### src/hdl/tlbr_pkg.sv
// Package for the LRU TLB refill unit: request, response and queue types,
// operation codes, back-end states and register map constants.
// No dependencies.
package tlbr_pkg;

   // Fixed field widths of the request and response channels and the register port
   localparam int PAGE_W  = 10;
   localparam int TICK_W  = 32;
   localparam int SLOT_W  = 4;
   localparam int COUNT_W = 11;
   localparam int CSR_DATA_W = 32;
   localparam int CSR_ADDR_W = 3;

   // Register index taken from the word address
   localparam logic CSR_PAGE_COUNT = 1'b0;

   // Request kinds
   typedef enum logic [1:0] {
      KIND_REFILL    = 2'd0,
      KIND_SAVE      = 2'd1,
      KIND_INVAL_ALL = 2'd2,
      KIND_SHOOT     = 2'd3
   } kind_type;

   // Request as it arrives on the input port
   typedef struct packed {
      logic [1:0]        kind;
      logic [PAGE_W-1:0] virtual_page;
      logic [PAGE_W-1:0] physical_page;
      logic              read_only;
      logic              use_in;
      logic              dirty_in;
      logic [TICK_W-1:0] now_tick;
   } req_type;

   // One response item
   typedef struct packed {
      logic              writeback_valid;
      logic [PAGE_W-1:0] wb_page;
      logic              wb_use;
      logic              wb_dirty;
      logic [TICK_W-1:0] wb_last_used;
      logic [SLOT_W-1:0] slot;
      logic              last;
   } rsp_type;

   // Classified request held in the queue between front and back end
   typedef struct packed {
      kind_type          op;
      logic [PAGE_W-1:0] vpage;
      logic [PAGE_W-1:0] ppage;
      logic              read_only;
      logic              use_bit;
      logic              dirty_bit;
      logic [TICK_W-1:0] tick;
   } cmd_type;

   // Head of the request queue as seen by the back end
   typedef struct packed {
      logic    valid;
      cmd_type cmd;
   } queue_head_type;

   // Back-end sequencer states
   typedef enum logic [1:0] {
      BK_IDLE,
      BK_SCAN,
      BK_FILL,
      BK_FLUSH
   } back_state_type;

endpackage

### src/hdl/tlbr_front.sv
// Front end of the LRU TLB refill unit: accepts requests, classifies them
// and holds them in a two-entry queue for the back end.
// Depends on tlbr_pkg.
module tlbr_front (
   input  logic                     clock,
   input  logic                     reset,
   input  logic                     start,
   input  tlbr_pkg::req_type        req_data,
   output logic                     busy,
   output tlbr_pkg::queue_head_type head,
   input  logic                     pop
);

   tlbr_pkg::cmd_type queue_ff [2];
   logic              wr_ptr_ff, wr_ptr_in;
   logic              rd_ptr_ff, rd_ptr_in;
   logic [1:0]        count_ff, count_in;
   tlbr_pkg::cmd_type cmd;
   logic              push;

   // Refuse requests while the queue is full
   assign busy = (count_ff == 2'd2);
   assign push = start & ~busy;

   // Classify the request into a queue entry
   always_comb begin
      cmd.op        = tlbr_pkg::kind_type'(req_data.kind);
      cmd.vpage     = req_data.virtual_page;
      cmd.ppage     = req_data.physical_page;
      cmd.read_only = req_data.read_only;
      cmd.use_bit   = req_data.use_in;
      cmd.dirty_bit = req_data.dirty_in;
      cmd.tick      = req_data.now_tick;
   end

   // Advance the queue pointers and fill level
   always_comb begin
      wr_ptr_in = push ? ~wr_ptr_ff : wr_ptr_ff;
      rd_ptr_in = pop ? ~rd_ptr_ff : rd_ptr_ff;
      count_in  = count_ff + {1'b0, push} - {1'b0, pop};
   end

   // Present the oldest entry
   always_comb begin
      head.valid = (count_ff != 2'd0);
      head.cmd   = queue_ff[rd_ptr_ff];
   end

   always_ff @(posedge clock) begin
      if (reset) begin
         wr_ptr_ff <= 1'b0;
         rd_ptr_ff <= 1'b0;
         count_ff  <= 2'd0;
      end else begin
         wr_ptr_ff <= wr_ptr_in;
         rd_ptr_ff <= rd_ptr_in;
         count_ff  <= count_in;
      end
   end

   // Store pushed requests
   always_ff @(posedge clock) begin
      if (push) begin
         queue_ff[wr_ptr_ff] <= cmd;
      end
   end

endmodule

### src/hdl/tlbr_back.sv
// Back end of the LRU TLB refill unit: holds the TLB slots and walks them
// one per cycle to refill, save or shoot down; invalidate-all clears them all.
// Depends on tlbr_pkg.
module tlbr_back #(
   parameter int TLB_SLOTS = 4,
   parameter int PAGE_BITS = 10
) (
   input  logic                                clock,
   input  logic                                reset,
   input  logic [tlbr_pkg::COUNT_W-1:0]        page_count,
   input  tlbr_pkg::queue_head_type            head,
   output logic                                pop,
   output logic                                rsp_strobe,
   output tlbr_pkg::rsp_type                   rsp_data
);

   localparam int IDX_W = (TLB_SLOTS > 1) ? $clog2(TLB_SLOTS) : 1;
   localparam int CMP_W = (PAGE_BITS > tlbr_pkg::COUNT_W) ? PAGE_BITS : tlbr_pkg::COUNT_W;

   // Slot storage
   logic [TLB_SLOTS-1:0]          valid_ff, valid_in;
   logic [PAGE_BITS-1:0]          vpage_ff [TLB_SLOTS];
   logic [PAGE_BITS-1:0]          ppage_ff [TLB_SLOTS];
   logic                          ro_ff    [TLB_SLOTS];
   logic                          use_ff   [TLB_SLOTS];
   logic                          dirty_ff [TLB_SLOTS];
   logic [tlbr_pkg::TICK_W-1:0]   lu_ff    [TLB_SLOTS];
   logic                          fill_we;

   // Sequencer state
   tlbr_pkg::back_state_type      state_ff, state_in;
   tlbr_pkg::cmd_type             cmd_ff, cmd_in;
   logic [IDX_W-1:0]              ptr_ff, ptr_in;
   logic [IDX_W-1:0]              victim_ff, victim_in;
   logic                          found_ff, found_in;
   logic [tlbr_pkg::TICK_W-1:0]   min_ff, min_in;
   tlbr_pkg::rsp_type             held_ff, held_in;
   logic                          held_valid_ff, held_valid_in;
   tlbr_pkg::rsp_type             out_ff, out_in;
   logic                          strobe_ff, strobe_in;

   // Slot under the scan pointer
   logic [PAGE_BITS-1:0]          rd_vpage;
   logic [tlbr_pkg::TICK_W-1:0]   rd_lu;
   logic                          rd_valid;
   logic                          below_count;
   logic                          page_match;
   logic                          last_slot;
   tlbr_pkg::rsp_type             entry_rsp;
   logic                          hit;

   assign rd_vpage    = vpage_ff[ptr_ff];
   assign rd_lu       = lu_ff[ptr_ff];
   assign rd_valid    = valid_ff[ptr_ff];
   assign below_count = CMP_W'(rd_vpage) < CMP_W'(page_count);
   assign page_match  = (rd_vpage == PAGE_BITS'(cmd_ff.vpage));
   assign last_slot   = (ptr_ff == IDX_W'(TLB_SLOTS - 1));

   // Write-back item built from the slot under the pointer
   always_comb begin
      entry_rsp.writeback_valid = 1'b1;
      entry_rsp.wb_page         = tlbr_pkg::PAGE_W'(rd_vpage);
      entry_rsp.wb_use          = use_ff[ptr_ff];
      entry_rsp.wb_dirty        = dirty_ff[ptr_ff];
      entry_rsp.wb_last_used    = rd_lu;
      entry_rsp.slot            = tlbr_pkg::SLOT_W'(ptr_ff);
      entry_rsp.last            = 1'b0;
   end

   // Next state and outputs of the sequencer
   always_comb begin
      state_in      = state_ff;
      cmd_in        = cmd_ff;
      ptr_in        = ptr_ff;
      victim_in     = victim_ff;
      found_in      = found_ff;
      min_in        = min_ff;
      held_in       = held_ff;
      held_valid_in = held_valid_ff;
      out_in        = out_ff;
      strobe_in     = 1'b0;
      valid_in      = valid_ff;
      fill_we       = 1'b0;
      pop           = 1'b0;
      hit           = 1'b0;
      case (state_ff)
         tlbr_pkg::BK_IDLE: begin
            if (head.valid) begin
               pop           = 1'b1;
               cmd_in        = head.cmd;
               ptr_in        = '0;
               found_in      = 1'b0;
               held_valid_in = 1'b0;
               if (head.cmd.op == tlbr_pkg::KIND_INVAL_ALL) begin
                  valid_in = '0;
               end else begin
                  state_in = tlbr_pkg::BK_SCAN;
               end
            end
         end
         tlbr_pkg::BK_SCAN: begin
            case (cmd_ff.op)
               tlbr_pkg::KIND_REFILL: begin
                  // Track the first free slot, else the oldest one
                  if (!found_ff) begin
                     if (!rd_valid) begin
                        found_in  = 1'b1;
                        victim_in = ptr_ff;
                     end else if ((ptr_ff == '0) || (rd_lu < min_ff)) begin
                        min_in    = rd_lu;
                        victim_in = ptr_ff;
                     end
                  end
                  if (last_slot) begin
                     ptr_in   = victim_in;
                     state_in = tlbr_pkg::BK_FILL;
                  end else begin
                     ptr_in = ptr_ff + IDX_W'(1);
                  end
               end
               default: begin
                  // Save drops every valid slot, shoot-down only matching ones
                  if (rd_valid) begin
                     if (cmd_ff.op == tlbr_pkg::KIND_SAVE) begin
                        valid_in[ptr_ff] = 1'b0;
                        hit              = below_count;
                     end else if (page_match) begin
                        valid_in[ptr_ff] = 1'b0;
                        hit              = 1'b1;
                     end
                  end
                  // Release the previous hit, hold this one until the next
                  if (hit) begin
                     if (held_valid_ff) begin
                        strobe_in = 1'b1;
                        out_in    = held_ff;
                     end
                     held_in       = entry_rsp;
                     held_valid_in = 1'b1;
                  end
                  if (last_slot) begin
                     state_in = tlbr_pkg::BK_FLUSH;
                  end else begin
                     ptr_in = ptr_ff + IDX_W'(1);
                  end
               end
            endcase
         end
         tlbr_pkg::BK_FILL: begin
            // Report the victim and load the new entry
            held_in = entry_rsp;
            if (!(rd_valid && below_count)) begin
               held_in.writeback_valid = 1'b0;
               held_in.wb_page         = '0;
               held_in.wb_use          = 1'b0;
               held_in.wb_dirty        = 1'b0;
               held_in.wb_last_used    = '0;
            end
            held_valid_in    = 1'b1;
            fill_we          = 1'b1;
            valid_in[ptr_ff] = 1'b1;
            state_in         = tlbr_pkg::BK_FLUSH;
         end
         tlbr_pkg::BK_FLUSH: begin
            // Send the held item as the final one
            if (held_valid_ff) begin
               strobe_in   = 1'b1;
               out_in      = held_ff;
               out_in.last = 1'b1;
            end
            held_valid_in = 1'b0;
            state_in      = tlbr_pkg::BK_IDLE;
         end
         default: begin
            state_in = tlbr_pkg::BK_IDLE;
         end
      endcase
   end

   // Control registers
   always_ff @(posedge clock) begin
      if (reset) begin
         state_ff      <= tlbr_pkg::BK_IDLE;
         valid_ff      <= '0;
         held_valid_ff <= 1'b0;
         strobe_ff     <= 1'b0;
         found_ff      <= 1'b0;
      end else begin
         state_ff      <= state_in;
         valid_ff      <= valid_in;
         held_valid_ff <= held_valid_in;
         strobe_ff     <= strobe_in;
         found_ff      <= found_in;
      end
   end

   // Payload registers
   always_ff @(posedge clock) begin
      cmd_ff    <= cmd_in;
      ptr_ff    <= ptr_in;
      victim_ff <= victim_in;
      min_ff    <= min_in;
      held_ff   <= held_in;
      out_ff    <= out_in;
   end

   // Load a slot on refill
   always_ff @(posedge clock) begin
      if (fill_we) begin
         vpage_ff[ptr_ff] <= PAGE_BITS'(cmd_ff.vpage);
         ppage_ff[ptr_ff] <= PAGE_BITS'(cmd_ff.ppage);
         ro_ff[ptr_ff]    <= cmd_ff.read_only;
         use_ff[ptr_ff]   <= cmd_ff.use_bit;
         dirty_ff[ptr_ff] <= cmd_ff.dirty_bit;
         lu_ff[ptr_ff]    <= cmd_ff.tick;
      end
   end

   assign rsp_strobe = strobe_ff;
   assign rsp_data   = out_ff;

endmodule

### src/hdl/tlb_lru_refill_unit.sv
// LRU TLB refill unit: top level with the register port.
// Depends on tlbr_pkg, tlbr_front and tlbr_back.
//
// Usage:
//   A request is taken on a rising edge with start high and busy low. Its
//   kind selects refill (load an entry into the first free slot, else the
//   least recently used one), save-and-invalidate, invalidate-all, or
//   shoot-down of one page. Requests wait in a two-entry queue; busy is
//   high only while that queue is full.
//   Each response is shown for one cycle with rsp_strobe high; the last
//   response of a request has last set. The receiver cannot stall.
//   Refill gives one response; save and shoot-down give one per written-back
//   slot, in slot order; invalidate-all gives none.
//   Timing: the back end walks one slot per cycle. A refill then passes
//   through a fill step and a flush step, save and shoot-down through a
//   flush step; invalidate-all clears the slots without a walk. The final
//   response is sent from the flush step through an output register.
//   Register page_count sits at byte address 0 and is to be written only
//   while the unit is idle; the block itself does not enforce this. Reset
//   clears page_count, the queue and every slot's valid bit.
module tlb_lru_refill_unit #(
   parameter int TLB_SLOTS = 4,
   parameter int PAGE_BITS = 10
) (
   input  logic                                clock,
   input  logic                                reset,
   input  logic                                start,
   output logic                                busy,
   input  tlbr_pkg::req_type                   req_data,
   output logic                                rsp_strobe,
   output tlbr_pkg::rsp_type                   rsp_data,
   input  logic                                psel,
   input  logic                                penable,
   input  logic                                pwrite,
   input  logic [tlbr_pkg::CSR_ADDR_W-1:0]     paddr,
   input  logic [tlbr_pkg::CSR_DATA_W-1:0]     pwdata,
   output logic [tlbr_pkg::CSR_DATA_W-1:0]     prdata,
   output logic                                pready
);

   logic [tlbr_pkg::COUNT_W-1:0] page_count_ff, page_count_in;
   logic                         csr_write;
   tlbr_pkg::queue_head_type     head;
   logic                         pop;

   // Decode register writes
   assign pready    = 1'b1;
   assign csr_write = psel & penable & pwrite & pready;

   always_comb begin
      page_count_in = page_count_ff;
      if (csr_write && (paddr[2] == tlbr_pkg::CSR_PAGE_COUNT)) begin
         page_count_in = pwdata[tlbr_pkg::COUNT_W-1:0];
      end
   end

   // Return the addressed register
   always_comb begin
      if (paddr[2] == tlbr_pkg::CSR_PAGE_COUNT) begin
         prdata = tlbr_pkg::CSR_DATA_W'(page_count_ff);
      end else begin
         prdata = '0;
      end
   end

   always_ff @(posedge clock) begin
      if (reset) begin
         page_count_ff <= '0;
      end else begin
         page_count_ff <= page_count_in;
      end
   end

   tlbr_front u_front (
      .clock    (clock),
      .reset    (reset),
      .start    (start),
      .req_data (req_data),
      .busy     (busy),
      .head     (head),
      .pop      (pop)
   );

   tlbr_back #(
      .TLB_SLOTS (TLB_SLOTS),
      .PAGE_BITS (PAGE_BITS)
   ) u_back (
      .clock      (clock),
      .reset      (reset),
      .page_count (page_count_ff),
      .head       (head),
      .pop        (pop),
      .rsp_strobe (rsp_strobe),
      .rsp_data   (rsp_data)
   );

endmodule

### config.mk
export PLATFORM = sky130hd
export DESIGN_NAME = tlb_lru_refill_unit
export DESIGN_NICKNAME = d
export VERILOG_FILES = /design/src/hdl/tlbr_pkg.sv /design/src/hdl/tlbr_front.sv /design/src/hdl/tlbr_back.sv /design/src/hdl/tlb_lru_refill_unit.sv
export SDC_FILE = /design/constraint.sdc
export NUM_CORES = 1
export LEC_CHECK = 0
export BUFFER_PORTS_ARGS = -buffer_cell sky130_fd_sc_hd__buf_2
export CORE_ASPECT_RATIO = 2
export CORE_MARGIN = 3
export CORE_UTILIZATION = 53
export DETAILED_ROUTE_END_ITERATION = 6
export PLACE_DENSITY = 0.8
export SYNTH_ARGS = -nofsm -noshare
export SYNTH_HDL_FRONTEND = slang
export SYNTH_SLANG_ARGS = --single-unit
### constraint.sdc
create_clock -name clock -period 8.79 [get_ports clock]
set_clock_uncertainty 0.1 [all_clocks]
set_input_delay 0.879 -clock clock [delete_from_list [all_inputs] [get_ports clock]]
set_output_delay 0.879 -clock clock [all_outputs]
set_load 0.05 [all_outputs]
==> summary.md <==
| Metric | Value |
|---|---|
| WS Path Type | `flip-flop to flip-flop` |
| CTS Buffer Depth | `3` |
| Fraction of layout cells with a size suffix above 1 | `0.255` |
| Slew Limit Fails | `0` |
| Comb pwr share | `0.210` |
| CTS sink cnt | `472` |
| Global-route wire length before repair | `46500 um` |
| CTS H-tree depth | `2` |
| Max transition margin | `0.250` |
| Pre-antenna DRT Iters | `4` |
| Total GRT Usage | `0.163` |
| Actual slew at the worst max-slew pin | `1.12 ns` |
| Area after DPL | `19200 um^2` |
| Post-synth EDFFs | `445` |
| Hold slack | `0.319 ns` |
| Top post-synthesis cells by area | `edfxtp_1, mux4_2, ha_1, dfxtp_1, mux2_2` |
| Antenna violations before repair | `0` |
| Final WS setup | `3.86 ns` |
| Synth Flop Type | `edfxtp_1` |
| Design Area, Final | `20500 um^2` |
| Area grow syn2layout | `12.8%` |
| Kind of end point of the critical path | `flip-flop` |
| Cts hold-fix bufs | `0` |
| Syn Inst Count | `992` |
| Worst-Skew Late Latency | `0.55 ns` |
| Post-Syn Area | `18200 um^2` |
| Synth warn | `0` |
| Internal | `0.00454 W` |
| Reg power frac | `0.518` |
| Sequential area share after synthesis | `0.766` |
| Sw Share | `0.271` |
| Most instantiated cells after synthesis | `edfxtp_1, inv_1, ha_1, and2_1, mux2_2` |
| Crit-path max cell delay | `0.85 ns` |
| Maximum fanout along the worst path | `32` |
| IO Port Bufs | `124` |
| Netlist cell types | `50` |
| MaxCap Viol Count | `0` |
| Num CTS Buffers | `38` |
| Sw Pwr | `0.00169 W` |
| Vias in the first global route | `8960` |
| Starting DRT DRC Count | `475` |
| Synth area leader | `edfxtp_1` |
| Drt total wl | `29300 um` |
| Hold Path Class | `flip-flop to flip-flop` |
| Core box area | `33800 um^2` |
| Hold Path Sink | `u_back.rsp_data[43]$_DFFE_PP_` |
| Max Fclk | `203 MHz` |
| Syn avg cell area | `18.3 um^2` |
| Worst EP arrival | `5.01 ns` |
| DRC Markers | `0` |
| Hold Path Depth | `0` |
| Synthesized flop and latch total | `472` |
| Setup crit start kind | `flip-flop` |
| Die X | `137 um` |
| Largest net degree at the start of global routing | `49` |
| Nets@finish | `1285` |
| Post-DP HPWL | `19200 um` |
| CTS tree | `done` |
| Yosys top cell area share | `0.736` |
| CTS clk-pin slew, worst paths | `0.07 ns` |
| Post-Place Worst Slack | `3.69 ns` |
| ANT nets after route | `0` |
| Antenna cells | `0` |
| Post-CTS Setup Inserts | `0` |
| Cells along the critical path | `buf_4 -> mux4_2 -> ha_1 -> a21oi_1 -> o21ai_0 -> a221oi_1 -> o2111ai_1 -> a2111oi_2 -> buf_4` |
| Final setup viols | `0` |
| Post-layout min period | `4.93 ns` |
| RR Endpoint | `u_back.min_ff[30]$_DFFE_PP_` |
| Register-to-Register Path Depth | `9` |
| RePlAce Congestion | `0.822` |
| Site Rows | `95` |
| Initial core utilization | `0.538` |
| Total negative slack | `0 ns` |
| P_leak | `7.12 nW` |
| Critical Path RT | `8.87 ns` |
| Clock share of power | `0.272` |
| Grt total ovfl | `0` |
| Die area | `36700 um^2` |
| Post-CTS sizing | `0` |
| Die Ht | `268 um` |
| Routed length per instance | `18.3 um` |
| PwrDens | `304 nW/um^2` |
| RSZ-0062 raised after global routing | `no` |
| Status | `finished, final reports clean` |
| Count leader, synth | `edfxtp_1` |
| Via density | `5.29` |
| Overall power | `0.00623 W` |
| VDD IR max | `0.000179 V` |
| Worst path most repeated cell | `buf_4` |
| Setup slack, reg-to-reg | `3.86 ns` |
| Hold Fails Final Rpt | `0` |
| Hold_sp | `u_back.held_ff[43]$_DFFE_PP_` |
| Final worst-path cycle share | `0.561` |
| Vias | `8452` |
| Boundary Pins | `183` |
| FFs w/ async S/R, synth | `0` |
| CP max stage cell | `dfxtp_2` |
| Root Driver | `clkbuf_16` |
[worst max-delay path, delay by kind of cell (launching register included)]
kind,cells,cell delay [ns]
buf+inv,2,0.98
flops,1,0.85
compound gates,5,1.65
mux,1,0.63
fa+ha+maj,1,0.34
[placed cells by master, fill, tap and decap left out, types with 5 or more instances in the layout]
cell type,count
clkinvlp_4,5
nor2b_1,7
clkbuf_16,38
mux2_2,47
a211oi_1,6
nor2_1,29
clkbuf_1,8
buf_4,11
nand4_1,7
xnor2_1,11
mux4_2,45
nand3_1,7
and2_1,46
ha_1,51
mux2i_1,5
dfxtp_1,24
edfxtp_1,445
a21oi_1,34
bufinv_16,5
o21ai_0,13
nand2_1,43
buf_2,124
conb_1,24
inv_1,59
[metrics by stage]
step                      instances  utilization
final                          1599        0.607
after global routing           1599        0.607
after CTS                      1599        0.607
after detailed placement       1532        0.570
after global placement         1532        0.570
after floorplan                1014            -
[routing by layer]
layer,wire [um],track usage,vias up
li1,-,-,4018
met2,15700,0.293,239
met3,1390,0.0257,57
met1,11400,0.195,4138
met4,829,0.0634,0
met5,0,0,-
[state kept, by name, summed over array words and instances (netlist names), 11 cells and up, named ones only]
signal,flops
u_front.queue_ff,92
page_count_ff,11
u_back.vpage_ff,40
u_back.min_ff,32
u_back.cmd_ff,46
u_back.rsp_data,48
u_back.lu_ff,128
u_back.held_ff,47
[power groups by stage]
stage / Sequential [W] / Clock, W / Combinational [W]
final: 0.00322 / 0.00169 / 0.00131
after global routing: 0.00326 / 0.00183 / 0.00146
after CTS: 0.00323 / 0.00174 / 0.00132
after detailed placement: 0.00327 / 0 / 0.00131
after global placement: 0.00324 / 0 / 0.00127
after floorplan: 0.00319 / 0 / 0.00103
[cells by family after synthesis]
logic type	synth area share
mux	0.0889
simple gates	0.0477
compound gates	0.0265
xor+xnor	0.00675
buf+inv	0.0289
fa+ha+maj	0.0351
flops	0.766
other cells	0.000414
[area by class of cell]
cell class,count,area [um^2]
Clock buffer,47,995
Inverter,59,221
Multi-Input combinational cell,430,3850
Timing Repair Buffer,135,703
Tap cell,436,546
Clock inverter,20,251
Sequential cell,472,13900
Fill cell,2407,13300
[how the worst max path moves through the flow]
stage,startpoint,to,slack (ns),cells after the start
finish,flip-flop,u_back.min_ff[30]$_DFFE_PP_,3.86,9
global route,flip-flop,u_back.min_ff[30]$_DFFE_PP_,3.54,9
CTS,flip-flop,u_back.min_ff[30]$_DFFE_PP_,3.68,9
detailed placement,flip-flop,u_back.min_ff[9]$_DFFE_PP_,3.69,9
global placement,flip-flop,u_back.min_ff[12]$_DFFE_PP_,3.76,9
floorplan,flip-flop,u_back.min_ff[0]$_DFFE_PP_,0.05,10
Note: power is estimated with default switching activity, not from simulation.
